[config.mk]
export PLATFORM = sky130hd
export DESIGN_NAME = wvs_sqrt
export DESIGN_NICKNAME = d
export VERILOG_FILES = /design/src/sv/assert_macros.svh /design/src/sv/wvs_pkg.sv /design/src/sv/wvs_sqrt.sv
export SDC_FILE = /design/constraint.sdc
export NUM_CORES = 1
export LEC_CHECK = 0
export ABC_AREA = 1
export BUFFER_PORTS_ARGS = -buffer_cell sky130_fd_sc_hd__buf_2
export CAP_MARGIN = 20
export CORE_MARGIN = 2
export CORE_UTILIZATION = 46
export DETAILED_ROUTE_END_ITERATION = 6
export PLACE_DENSITY = 0.66
export SYNTH_ARGS = -nofsm -noshare
export SYNTH_HDL_FRONTEND = slang
export SYNTH_SLANG_ARGS = --single-unit
export TNS_END_PERCENT = 100
[constraint.sdc]
create_clock -name clk_i -period 2.8 [get_ports clk_i]
set_clock_uncertainty 0.15 [all_clocks]
set_input_delay 0.56 -clock clk_i [delete_from_list [all_inputs] [get_ports clk_i]]
set_output_delay 0.56 -clock clk_i [all_outputs]
set_load 0.1 [all_outputs]
[src/sv/assert_macros.svh]
// Assertion macros for the RTL, included by the skinning unit.
// Concurrent checks are compiled only for simulation.
`ifndef ASSERT_MACROS_SVH
`define ASSERT_MACROS_SVH
`ifndef SYNTHESIS
// Check a property on every rising edge outside reset.
`define WVS_ASSERT(lbl, clk, rstn, prop) \
  lbl: assert property (@(posedge clk) disable iff (!(rstn)) (prop)) \
    else $error("assertion failed");
// Check that a condition never holds outside reset.
`define WVS_NEVER(lbl, clk, rstn, cond) \
  `WVS_ASSERT(lbl, clk, rstn, !(cond))
`else
`define WVS_ASSERT(lbl, clk, rstn, prop)
`define WVS_NEVER(lbl, clk, rstn, cond)
`endif
`endif

[src/sv/wvs_pkg.sv]
// ----------------------------------------------------------------------------
// wvs_pkg
// Types and constants of the weighted vertex skinning unit.
// ----------------------------------------------------------------------------
`default_nettype none
package wvs_pkg;

  // Radicand and root widths of the quaternion w derivation
  localparam int unsigned RAD_W  = 29;
  localparam int unsigned ROOT_W = 15;
  localparam int unsigned ITER_W = 4;

  // Joint table entry: {w, qz, qy, qx, pz, py, px}
  localparam int unsigned ENTRY_W = 160;

  // Request types
  localparam logic REQ_JOINT  = 1'b0;
  localparam logic REQ_WEIGHT = 1'b1;

  // Status of the square root unit
  typedef struct packed {
    logic busy;
    logic done;
  } wvs_sqrt_stat_t;

  typedef enum logic [3:0] {
    ST_IDLE,
    ST_JSQ,
    ST_JSUM,
    ST_JROOT,
    ST_WMUL1,
    ST_WU,
    ST_WMUL2,
    ST_WSUM,
    ST_WMUL3,
    ST_WACC,
    ST_EMIT
  } wvs_state_e;

endpackage
`default_nettype wire

[src/sv/wvs_sqrt.sv]
// ----------------------------------------------------------------------------
// wvs_sqrt
// Digit-by-digit integer square root, one root bit per cycle.
// ----------------------------------------------------------------------------
`default_nettype none
module wvs_sqrt (
  input  wire logic                        clk_i,
  input  wire logic                        rst_ni,
  input  wire logic                        start_i,
  input  wire logic [wvs_pkg::RAD_W-1:0]   radicand_i,
  output wvs_pkg::wvs_sqrt_stat_t          stat_o,
  output logic [wvs_pkg::ROOT_W-1:0]       root_o
);
  import wvs_pkg::*;

  localparam int unsigned REM_W = ROOT_W + 2;

  logic                 busy_q, busy_d;
  logic                 done_q, done_d;
  logic [ITER_W-1:0]    cnt_q, cnt_d;
  logic [2*ROOT_W-1:0]  rad_q, rad_d;
  logic [REM_W-1:0]     rem_q, rem_d;
  logic [ROOT_W-1:0]    root_q, root_d;
  logic [REM_W+1:0]     rem_sh;
  logic [REM_W+1:0]     trial;

  // One restoring step on the next pair of radicand bits
  always_comb begin
    rem_sh = {rem_q, rad_q[2*ROOT_W-1 -: 2]};
    trial  = {2'b00, root_q, 2'b01};
    busy_d = busy_q;
    done_d = 1'b0;
    cnt_d  = cnt_q;
    rad_d  = rad_q;
    rem_d  = rem_q;
    root_d = root_q;
    if (start_i) begin
      busy_d = 1'b1;
      cnt_d  = ITER_W'(ROOT_W - 1);
      rad_d  = {1'b0, radicand_i};
      rem_d  = '0;
      root_d = '0;
    end else if (busy_q) begin
      rad_d = {rad_q[2*ROOT_W-3:0], 2'b00};
      if (rem_sh >= trial) begin
        rem_d  = REM_W'(rem_sh - trial);
        root_d = {root_q[ROOT_W-2:0], 1'b1};
      end else begin
        rem_d  = REM_W'(rem_sh);
        root_d = {root_q[ROOT_W-2:0], 1'b0};
      end
      if (cnt_q == '0) begin
        busy_d = 1'b0;
        done_d = 1'b1;
      end else begin
        cnt_d = cnt_q - 1'b1;
      end
    end
  end

  always_ff @(posedge clk_i or negedge rst_ni) begin
    if (!rst_ni) begin
      busy_q <= 1'b0;
      done_q <= 1'b0;
      cnt_q  <= '0;
    end else begin
      busy_q <= busy_d;
      done_q <= done_d;
      cnt_q  <= cnt_d;
    end
  end

  always_ff @(posedge clk_i) begin
    rad_q  <= rad_d;
    rem_q  <= rem_d;
    root_q <= root_d;
  end

  assign stat_o.busy = busy_q;
  assign stat_o.done = done_q;
  assign root_o      = root_q;

endmodule
`default_nettype wire

# After elaboration in Yosys (flattened, before gate mapping)
# Cells that the tools add are included.
dict set report totals {
  regBits 68
  latch_bits 0
  mem_bits_rw 0
  mem_bits_ro 0
  in_bits 32
  output_inout_bits 17
  elab_cells 27
  n_memories 0
}
dict set report classes {
  n_addsub 2
  multipliers 0
  div 0
  order_cmp 1
  n_eq_ne 1
  n_shift 0
  mux 13
  bitwise 0
  n_reduce_logical 3
}
# op n
set op_table {}
lappend op_table {{$mux 29} 2}
lappend op_table {{$ge 19x17->1} 1}
lappend op_table {{$mux 17} 1}
lappend op_table {{$sub 17x17->17} 1}
lappend op_table {{$mux 4} 3}
lappend op_table {{$mux 1} 7}
lappend op_table {{$logic_not 4->1} 1}
lappend op_table {{$sub 4x1->4 const B} 1}
lappend op_table {{$ne 2x2->1 const B} 1}
lappend op_table {{$reduce_and 2->1} 1}
lappend op_table {{$reduce_bool 2->1} 1}

# Depth between registers and ports, before layout
# Gate-level depths: netlist (run 1).
dict set report logic_depth {
  ltp_word 4
  mapped_depth 15
  depth_no_buf 15
}

# Worst setup path after synthesis (run 1)
# OpenSTA, ideal clock, no wires.
dict set report synth_timing {
  path_kind {register to register}
  from {reg root_q[6], in the netlist root_o[6]}
  to {reg rem_q[4]}
  setup_ps 120
  arrival_ps 2462
  t_required_ps 2530
  path_slack_ps 69
  stages_incl_launch_ff 14
  path_buffers 1
  period_less_slack_ps 2731
  path_cell_list {dfxtp_1 > inv_1 > ha_1 > nand2_1 > inv_2 > nand2_1 > inv_1 > nand2_1 > nand3_2 > nand2_2 > nand2_4 > buf_8 > o211ai_1 > nand2_1}
}
dict set report synth_between {
  elab_chain_cells 2
}
# item line_no
set synth_rtl {}
lappend synth_rtl {{start: declaration} wvs_sqrt.sv:23} ;# logic [ROOT_W-1:0] root_q, root_d;
lappend synth_rtl {{start signal: assignment} wvs_sqrt.sv:76} ;# root_q <= root_d;
lappend synth_rtl {{$ge 19x17->1} wvs_sqrt.sv:45} ;# if (rem_sh >= trial) begin
lappend synth_rtl {{$mux 17} wvs_sqrt.sv:45}
lappend synth_rtl {{end signal: assignment} wvs_sqrt.sv:75} ;# rem_q <= rem_d;
lappend synth_rtl {{end: declaration} wvs_sqrt.sv:22} ;# logic [REM_W-1:0] rem_q, rem_d;
# Every way passes these cells.
# A chain may end at the register's enable or synchronous reset.

# Worst setup path after layout (run 1)
dict set report layout_timing {
  from {reg root_q[14], in the netlist root_o[14]}
  to {reg rem_q[11]}
}
# The elaborated chain is that of the path after synthesis.

==> results.sh, run 1 <==
export IMPL_met2_length_microns=4050
export IMPL_finalSetupViolations=0
export IMPL_die_w_microns=96.1
export IMPL_cts_setup_buffers=0
export IMPL_synth_cells=540
export IMPL_hold_ws_ns=0.316
export IMPL_fin_ws_ns=0.324
export IMPL_dr_wl_met3_microns=619
export IMPL_die_h_microns=96.1
export IMPL_drt_pass1_iterations=5
export IMPL_wl_microns=9310
export IMPL_fmax_mhz=404
export IMPL_fin_crit_ns=2.48
export IMPL_syn_to_final_growth_pct=12.8
export IMPL_grt_max_degree=45
export IMPL_grt_pass1_vias=3257
export IMPL_gp_congestion=0.859
export IMPL_powerDensity_nw_per_um2=1020
export IMPL_cts_tree="done"
export IMPL_p_seq_share_pct=29.0
export IMPL_p_int_mw=2.35
export IMPL_grt_overflow=0
export IMPL_post_route_period_util_pct=88.4
export IMPL_cts_root_buf="clkbuf_8"
export IMPL_worst_setup_path_type="reg2reg"
export IMPL_arrival_ns=2.56
export IMPL_hold_violations=0
export IMPL_status="complete, no violations"
export IMPL_ant_nets=0
export IMPL_route_detailed_drc=0
export IMPL_drive_gt1_share_pct=13.5
export IMPL_synth_edff_count=29
export IMPL_ys_seq_elements=68
export IMPL_rrSetupSlack_ns=0.32
export IMPL_power_frac_comb_pct=55.4
export IMPL_highest_layer="met4"
export IMPL_dp_hpwl_microns=6800
export IMPL_rsz0062_at_grt="false"
export IMPL_r2r_start="root_o[14]"
export IMPL_initial_core_util_pct=47.5
export IMPL_synth_top_flop_cell="dfxtp_1"
export IMPL_syn_area_sq_um=3900
export IMPL_cts_clk_slew_worst_paths_ns=0.07
export IMPL_critical_path_required_ns=2.89
export IMPL_grt_usage_pct=21.8
export IMPL_final_nets=636
export IMPL_async_reset_ff_share_pct=8.82
export IMPL_hold_path_class="in2reg"
export IMPL_synth_nets=590
export IMPL_clock_sinks=68
export IMPL_min_to="rad_q[0]"
export IMPL_cts_buffers=9
export IMPL_hold_depth=3
export IMPL_placed_cells=679
export IMPL_vdd_drop_max_mv=0.402
export IMPL_num_rows=33
export IMPL_n_antenna_cell=0
export IMPL_p_sw_mw=2.16
export IMPL_avgSynthCellArea_sq_um=7.22
export IMPL_reg2reg_to="rem_q[11]"
export IMPL_m1WireLength_microns=4520
export IMPL_min_from="radicand_i[0]"
export IMPL_max_slew_margin_pct=63.6
export IMPL_place_ws_ns=0.206
export IMPL_max_slew_worst_pin_slew_ns=0.547
export IMPL_synth_seq_area_share_pct=43.1
export IMPL_drtIter0Drc=239
export IMPL_clkLatencyLatePin_ns=0.35
export IMPL_port_buffers=48
export IMPL_yosys_cell_types_count=32
export IMPL_ff2ff_path_depth=11
export IMPL_cp_end_kind="flip-flop"
export IMPL_cp_max_fo=17
export IMPL_switching_share_pct=47.8
export IMPL_slew_violations=0
export IMPL_routedWlPerCell_microns=13.4
export IMPL_clock_path_buffers=2
export IMPL_grt_pass1_wl_microns=15400
export IMPL_instances_no_fill=696
export IMPL_setup_tns_ns=0
export IMPL_vias=3466
export IMPL_vias_per_cell=4.98
export IMPL_max_cap_violations=0
export IMPL_die_area_sq_um=9230
export IMPL_core_area_sq_um=8220
export IMPL_p_clk_share_pct=15.5
export IMPL_finalPower_mw=4.51
export IMPL_antenna_found_initial=0
export IMPL_pin_count=49
export IMPL_p_leak_nw=2.30
export IMPL_critPathLaunchType="flip-flop"
export IMPL_ys_warn_count=0
export IMPL_htree_levels=3
[worst max-delay path, cell delays in order, from the launching register on]
cell	delay [ns]
dfxtp_1	0.33
inv_1	0.06
ha_1	0.36
nand2_1	0.09
nor3b_1	0.26
o21ai_1	0.16
nor2_4	0.35
nand2_4	0.22
nand2_2	0.17
nor2_1	0.07
nor2_1	0.10
nor2_1	0.04
[registers in the layout, indices dropped and copies added (netlist names)]
| register | flops |
|---|---|
| busy_q | 1 |
| cnt_q | 4 |
| done_q | 1 |
| rad_q | 30 |
| rem_q | 17 |
| root_o | 15 |
[metal layers]
metal | track usage, % | vias up
li1 | - | 1817
met1 | 30.0 | 1538
met2 | 34.3 | 99
met3 | 5.64 | 12
met4 | 5.83 | 0
met5 | 0 | -
[synthesized netlist by cell type (all sizes together), types with 6 or more instances]
cell    number  share of area, %
clkbuf       8              0.77
dfrtp        6               3.8
inv         72               6.9
nand2      217                21
dfxtp       33                17
ha          18               5.8
buf         11               1.7
a21oi       12               1.5
nand3       27               4.2
edfxtp      29                22
nor2        42               4.2
o21ai       12               1.5
o22ai       14               2.2
nand4       16               2.6
[how the worst max path moves through the flow]
stage                from         to  slack (ns)  depth (start not counted)
3_3_place_gp   root_o[14]  rem_q[11]        0.24                         11
2_1_floorplan   root_o[6]   rem_q[4]        0.07                         13
4_1_cts        root_o[14]  rem_q[11]        0.16                         11
6_report       root_o[14]  rem_q[11]        0.32                         11
3_5_place_dp   root_o[14]  rem_q[11]        0.21                         11
5_1_grt         root_o[6]  rem_q[16]        0.05                         14
[logic make-up (layout without fill, tap and decap cells)]
kind of cell | count (synthesis) | after routing | synth area share [%]
adders and majority gates | 18 | 18 | 5.77
xor gates and xnor gates | 7 | 7 | 1.57
AOI/OAI and AO/OA | 41 | 41 | 5.90
and+or+nand+nor | 314 | 314 | 34.1
DFF | 68 | 68 | 43.1
buffers and inverters | 92 | 143 | 9.53
[power by group through the flow]
stage / sequential (mW) / combinational (mW) / clock (mW)
finish: 1.31 / 2.50 / 0.701
floorplan: 1.40 / 1.88 / 0
CTS: 1.30 / 2.46 / 0.711
global placement: 1.32 / 2.43 / 0
detailed placement: 1.33 / 2.43 / 0
global route: 1.32 / 2.85 / 0.754
[through the flow]
step | area (sq um) | utilization, %
floorplan | 3900 | -
global placement | 4230 | 51.4
detailed placement | 4230 | 51.4
CTS | 4400 | 53.5
global route | 4400 | 53.6
finish | 4400 | 53.6
[placed cells by master, fill, tap and decap left out, types with 9 or more instances in the layout]
| cell | count |
|---|---|
| nand4_1 | 16 |
| nand3_1 | 21 |
| edfxtp_1 | 29 |
| ha_1 | 18 |
| dfxtp_1 | 33 |
| o22ai_1 | 14 |
| a21oi_1 | 12 |
| nor2_1 | 40 |
| nand2_1 | 214 |
| o21ai_0 | 11 |
| inv_1 | 70 |
| buf_2 | 48 |
| clkbuf_8 | 9 |
[area by class of cell]
cell class,count,area (sq um)
multi-input combinational,380,1850
tap,105,131
fill,819,3820
timing repair buffer,54,300
clock buffer,11,131
inverter,73,274
sequential,68,1680
clock inverter,5,28.8
[repair_timing]
action	in CTS	in global routing
gates resized for setup	0	1
hold buffers	1	0
endpoints found under the setup margin	0	6
endpoints found under the hold margin	6	0
Note: power is estimated with default switching activity, not from simulation.
==> inputs of run 2 (changes only) <==
- ABC_AREA: 1 -> unset
==> run 2 against run 1 <==
Net effect:
- wire length down 14%
- flip-flop and latch count unchanged
- cell count down 23%
- worst setup slack worse by 0.11 ns
- largest power group unchanged
==> results.sh, run 2 <==
export IMPL_status="complete, no violations"
export IMPL_worst_setup_path_type="reg2reg"
export IMPL_yosys_cell_types_count=56
export IMPL_cp_max_fo=13
export IMPL_synth_most_common_cell="nor2_1"
export IMPL_async_reset_ff_share_pct=8.82
export IMPL_startpoint="root_o[4]"
export IMPL_setup_tns_ns=0
export IMPL_core_area_sq_um=8130
export IMPL_synth_nets=430
export IMPL_grt_pass1_vias=2878
export IMPL_grtUsageMet3_pct=4.82
export IMPL_critical_path_required_ns=2.91
export IMPL_rsz0062_at_grt="false"
export IMPL_fin_crit_ns=2.59
export IMPL_cts_resized=0
export IMPL_ys_warn_count=0
export IMPL_htree_levels=3
export IMPL_clock_path_buffers=2
export IMPL_grt_use_met1_pct=24.6
export IMPL_r2r_start="root_o[4]"
export IMPL_grt_util_met2_pct=29.9
export IMPL_n_antenna_cell=0
export IMPL_synth_area_top_cells="edfxtp_1 23%, dfxtp_1 17%, mux2_2 8.5%, ha_1 5.9%, nor2_1 4.6%"
export IMPL_grt_max_degree=41
export IMPL_pin_count=49
export IMPL_cp_end_kind="flip-flop"
export IMPL_ant_nets=0
export IMPL_vias=2917
export IMPL_placed_cells=518
export IMPL_max_slew_margin_pct=65.9
export IMPL_port_buffers=48
export IMPL_max_slew_worst_pin_slew_ns=0.506
export IMPL_min_from="rem_q[0]"
export IMPL_vias_per_cell=5.45
export IMPL_initial_core_util_pct=47.2
export IMPL_cts_tree="done"
export IMPL_largest_register="rad_q"
export IMPL_dp_hpwl_microns=5600
export IMPL_post_route_period_util_pct=92.4
export IMPL_cts_root_buf="clkbuf_8"
export IMPL_critPathLaunchType="flip-flop"
export IMPL_final_cell_mix="48 x buf_2, 47 x nor2_1, 29 x mux2_2, 29 x edfxtp_1, 27 x inv_1"
export IMPL_cts_setup_buffers=0
export IMPL_hold_violations=0
export IMPL_synth_top_area_share_pct=22.7
export IMPL_powerDensity_nw_per_um2=1020
export IMPL_die_area_sq_um=9090
export IMPL_synth_commonest_cells="47 x nor2_1, 33 x dfxtp_1, 29 x edfxtp_1, 29 x mux2_2, 27 x inv_1"
export IMPL_num_rows=33
export IMPL_wl_microns=7990
export IMPL_fmax_mhz=387
export IMPL_slew_violations=0
export IMPL_ys_seq_elements=68
export IMPL_drtIter0Drc=154
export IMPL_grt_busiest_layer="met2"
export IMPL_final_nets=475
export IMPL_largest_reg_flops=30
export IMPL_syn_area_sq_um=3840
export IMPL_grt_usage_pct=18.8
export IMPL_die_h_microns=95.4
export IMPL_drt_pass1_iterations=4
export IMPL_finalSetupViolations=0
export IMPL_routedWlPerCell_microns=14.9
export IMPL_arrival_ns=2.70
export IMPL_synth_top_flop_cell="dfxtp_1"
export IMPL_p_leak_nw=1.92
export IMPL_syn_to_final_growth_pct=14.3
export IMPL_clkLatencyLatePin_ns=0.35
export IMPL_yosysTopAreaCell="edfxtp_1"
export IMPL_synth_seq_area_share_pct=43.8
export IMPL_clock_sinks=68
export IMPL_final_common_cell="buf_2"
export IMPL_grt_pass1_wl_microns=13400
export IMPL_avgSynthCellArea_sq_um=10.1
export IMPL_cts_buffers=9
export IMPL_vdd_drop_max_mv=0.434
export IMPL_synth_cells=380
export IMPL_die_w_microns=95.4
export IMPL_gp_congestion=0.896
export IMPL_hold_buffers=1
export IMPL_hold_path_class="reg2reg"
export IMPL_max_cap_violations=0
export IMPL_instances_no_fill=535
export IMPL_route_detailed_drc=0
export IMPL_drive_gt1_share_pct=29.3
export IMPL_grt_overflow=0
export IMPL_synth_edff_count=29
export IMPL_antenna_found_initial=0
export IMPL_cts_clk_slew_worst_paths_ns=0.08
-- run 2: worst max-delay path, cell delays in order (launching register included) --
cell,delay [ns]
dfxtp_2,0.36
inv_1,0.05
ha_1,0.37
a21o_1,0.23
a311oi_2,0.41
o32ai_4,0.20
a21o_4,0.31
and3_4,0.19
nor4_2,0.23
-- run 2: worst paths after layout --
check | endpoint | slack (ns) | cells after the start
max in group asynchronous | busy_q | 1.94 | 2
worst min register to register | rem_q[0] | 0.33 | 2
worst min-delay path | rem_q[0] | 0.33 | 2
worst max-delay path | rem_q[5] | 0.21 | 8
worst max register to register | rem_q[5] | 0.21 | 8
min in group asynchronous | cnt_q[2] | 0.40 | 2
-- run 2: layout make-up --
class,count,area (sq um)
Clock buffer,9,124
Clock inverter,7,82.6
Fill cell,740,3750
Inverter,27,101
Multi-Input combinational cell,263,1940
Sequential cell,68,1700
Tap cell,105,131
Timing Repair Buffer,56,303
-- run 2: through the flow --
stage / instance area, sq um / setup slack (ns) / util (%) / hold slack, ns / total power, mW
final: 4390 / 0.213 / 53.9 / 0.330 / 4.49
after global routing: 4390 / 0.117 / 53.9 / 0.339 / 4.81
after floorplan: 3860 / 0.0254 / - / 0.114 / 3.20
after global placement: 4170 / 0.358 / 51.3 / 0.240 / 3.60
after detailed placement: 4170 / 0.247 / 51.3 / 0.242 / 3.63
after CTS: 4390 / 0.222 / 53.9 / 0.336 / 4.50
-- run 2: power breakdown --
part | internal [mW] | switching, mW
combinational | 0.978 | 1.33
clock | 0.427 | 0.432
sequential | 1.21 | 0.118
total | 2.61 | 1.88
-- run 2: cells by family (layout without fill, tap and decap cells) --
kind of cell / after synthesis / in the layout / synth area share (%)
simple gates: 113 / 113 / 14.0
mux: 46 / 46 / 12.9
buf+inv: 49 / 99 / 5.64
flops: 68 / 68 / 43.8
compound gates: 72 / 72 / 14.6
fa+ha+maj: 18 / 18 / 5.87
xor+xnor: 14 / 14 / 3.19
-- run 2: per-layer routing --
layer / wire [microns] / part of all wire (%)
met1: 3750 / 47
met2: 3690 / 46
met3: 438 / 5.5
met4: 112 / 1.4
met5: 0 / 0
==> inputs of run 3 (changes only) <==
- REMOVE_ABC_BUFFERS: unset -> 1
==> run 3 against run 2 <==
Net effect:
- wire length down 2.8%
- flip-flop and latch count unchanged
- clock power fell by 8.4%
- largest cell class unchanged
- sequential share of layout area decreased by 0.51 points
- register-to-register slack got worse by 0.04 ns
- worst setup slack got worse by 0.041 ns
- clock-buffer cell count increased by 3
- total power increased by 0.50%
- maximum frequency fell by 1.6%
- worst hold slack better by 0.0067 ns
==> results.sh, run 3 (same netlist as run 2, synthesis figures left out) <==
export IMPL_slew_violations=0
export IMPL_fillers=746
export IMPL_antenna_found_initial=0
export IMPL_die_area_sq_um=9090
export IMPL_design_area_sq_um=4390
export IMPL_clock_sinks=68
export IMPL_final_cell_mix="48 x buf_2, 47 x nor2_1, 33 x dfxtp_1"
export IMPL_cts_root_buf="clkbuf_8"
export IMPL_dp_hpwl_microns=5430
export IMPL_routedWlPerCell_microns=14.4
export IMPL_max_cap_violations=0
export IMPL_fmax_mhz=381
export IMPL_cpMaxStageDelayCell="o32ai_4"
export IMPL_wl_microns=7770
export IMPL_placed_cell_area_sq_um=4140
export IMPL_clkLatencyLatePin_ns=0.33
export IMPL_grt_overflow=0
export IMPL_die_h_microns=95.4
export IMPL_critPathLaunchType="flip-flop"
export IMPL_p_leak_nw=1.93
export IMPL_htree_levels=3
export IMPL_core_area_sq_um=8130
export IMPL_hold_violations=0
export IMPL_rsz0062_at_grt="false"
export IMPL_die_w_microns=95.4
export IMPL_worst_setup_path_type="reg2reg"
export IMPL_drtIter0Drc=89
export IMPL_status="complete, no violations"
export IMPL_vias_per_cell=5.38
export IMPL_largest_register="rad_q"
export IMPL_critical_path_required_ns=2.87
export IMPL_n_antenna_cell=0
export IMPL_route_detailed_drc=0
export IMPL_max_slew_worst_pin_slew_ns=0.502
export IMPL_powerDensity_nw_per_um2=1030
export IMPL_post_route_period_util_pct=93.8
export IMPL_regArea_sq_um=1680
export IMPL_fin_crit_ns=2.63
export IMPL_vias=2894
export IMPL_cp_max_fo=13
export IMPL_pin_count=49
export IMPL_finalSetupViolations=0
export IMPL_final_nets=478
export IMPL_multiInputGateArea_sq_um=1950
export IMPL_path_delay_family="compound AO/OA/AOI/OAI gates"
export IMPL_grt_usage_pct=18.5
export IMPL_finalPower_mw=4.51
export IMPL_rrSetupSlack_ns=0.17
export IMPL_cp_cell_sequence="inv_1 -> ha_1 -> and3_1 -> nand3_1 -> o32ai_4 -> a21oi_4 -> buf_12 -> buf_4 -> a32oi_1 -> o31ai_1"
export IMPL_cts_clk_slew_worst_paths_ns=0.08
export IMPL_gp_congestion=0.899
export IMPL_grt_max_degree=39
export IMPL_arrival_ns=2.70
export IMPL_cts_tree="done"
export IMPL_ant_nets=0
export IMPL_largest_reg_flops=30
export IMPL_port_buffers=48
export IMPL_final_common_cell="buf_2"
export IMPL_cpPeakStageDelay_ns=0.44
export IMPL_initial_core_util_pct=47.2
export IMPL_grt_pass1_wl_microns=13300
export IMPL_num_rows=33
export IMPL_clock_path_buffers=2
export IMPL_cp_num_buf_inv=3
export IMPL_cp_end_kind="flip-flop"
export IMPL_max_slew_margin_pct=66.2
export IMPL_cts_buffers=9
export IMPL_drt_pass1_iterations=4
export IMPL_grt_pass1_vias=2832
export IMPL_syn_to_final_growth_pct=14.3
export IMPL_drive_gt1_share_pct=26.1
export IMPL_hold_path_class="reg2reg"
export IMPL_vdd_drop_max_mv=0.382
## run 3: cell count changes in the layout (fill, tap and decap cells not counted), moves of 2 or more
| cell | before | now |
|---|---|---|
| inv_6 | 3 | 0 |
| dfxtp_2 | 14 | 0 |
| clkbuf_1 | 0 | 3 |
| buf_4 | 7 | 9 |
| dfxtp_1 | 18 | 33 |
## run 3: worst paths after layout
check,from,endpoint,cells past startpoint
worst max register to register,root_o[4],rem_q[16],10
worst max-delay path,root_o[4],rem_q[16],10
max in group asynchronous,rst_ni,busy_q,2
worst min-delay path,rem_q[0],rem_q[0],2
worst min register to register,rem_q[0],rem_q[0],2
min in group asynchronous,rst_ni,cnt_q[2],2
## run 3: timing repair
| item | in CTS | in global routing |
|---|---|---|
| setup endpoints to repair | 0 | 6 |
| endpoints found under the hold margin | 6 | 0 |
| resized for setup | 0 | 2 |
| setup buffers | 0 | 4 |
| hold buffers | 1 | 0 |
## run 3: worst min-delay path, cell delays in order (launching register included)
cell     delay [ns]
dfxtp_1        0.33
nand2_1        0.06
o21ai_1        0.05
## run 3: layer usage
metal	track usage [%]	wire, microns	share of wire (%)	vias up
li1	-	-	-	1460
met3	4.66	456	5.9	12
met4	7.25	116	1.5	0
met1	25.0	3680	47	1352
met5	0	0	0	-
met2	28.4	3510	45	70
## run 3: power breakdown
| group | leakage (nW) | switching, mW | internal (mW) |
|---|---|---|---|
| Sequential | 0.646 | 0.110 | 1.20 |
| Clock | 0.0906 | 0.374 | 0.413 |
| Combinational | 1.19 | 1.34 | 1.07 |
## run 3: area by class of cell
cell class	instances	area share, %
multi-input cells	263	44.4
flip-flops and latches	68	38.3
repair buffers	59	7.70
clock buffers	12	3.08
well taps	105	2.99
inverters	27	2.31
clock inverters	4	1.17
## run 3: through the flow
stage	instances	util [%]	hold slack, ns	setup slack, ns	setup TNS [ns]
2_1_floorplan	358	-	0.114	-0.595	-23.89
3_3_place_gp	517	50.9	0.237	0.204	0
3_5_place_dp	517	50.9	0.242	0.142	0
4_1_cts	534	53.3	0.340	0.0809	0
5_1_grt	538	54.0	0.360	0.0173	0
6_report	538	54.0	0.336	0.172	0
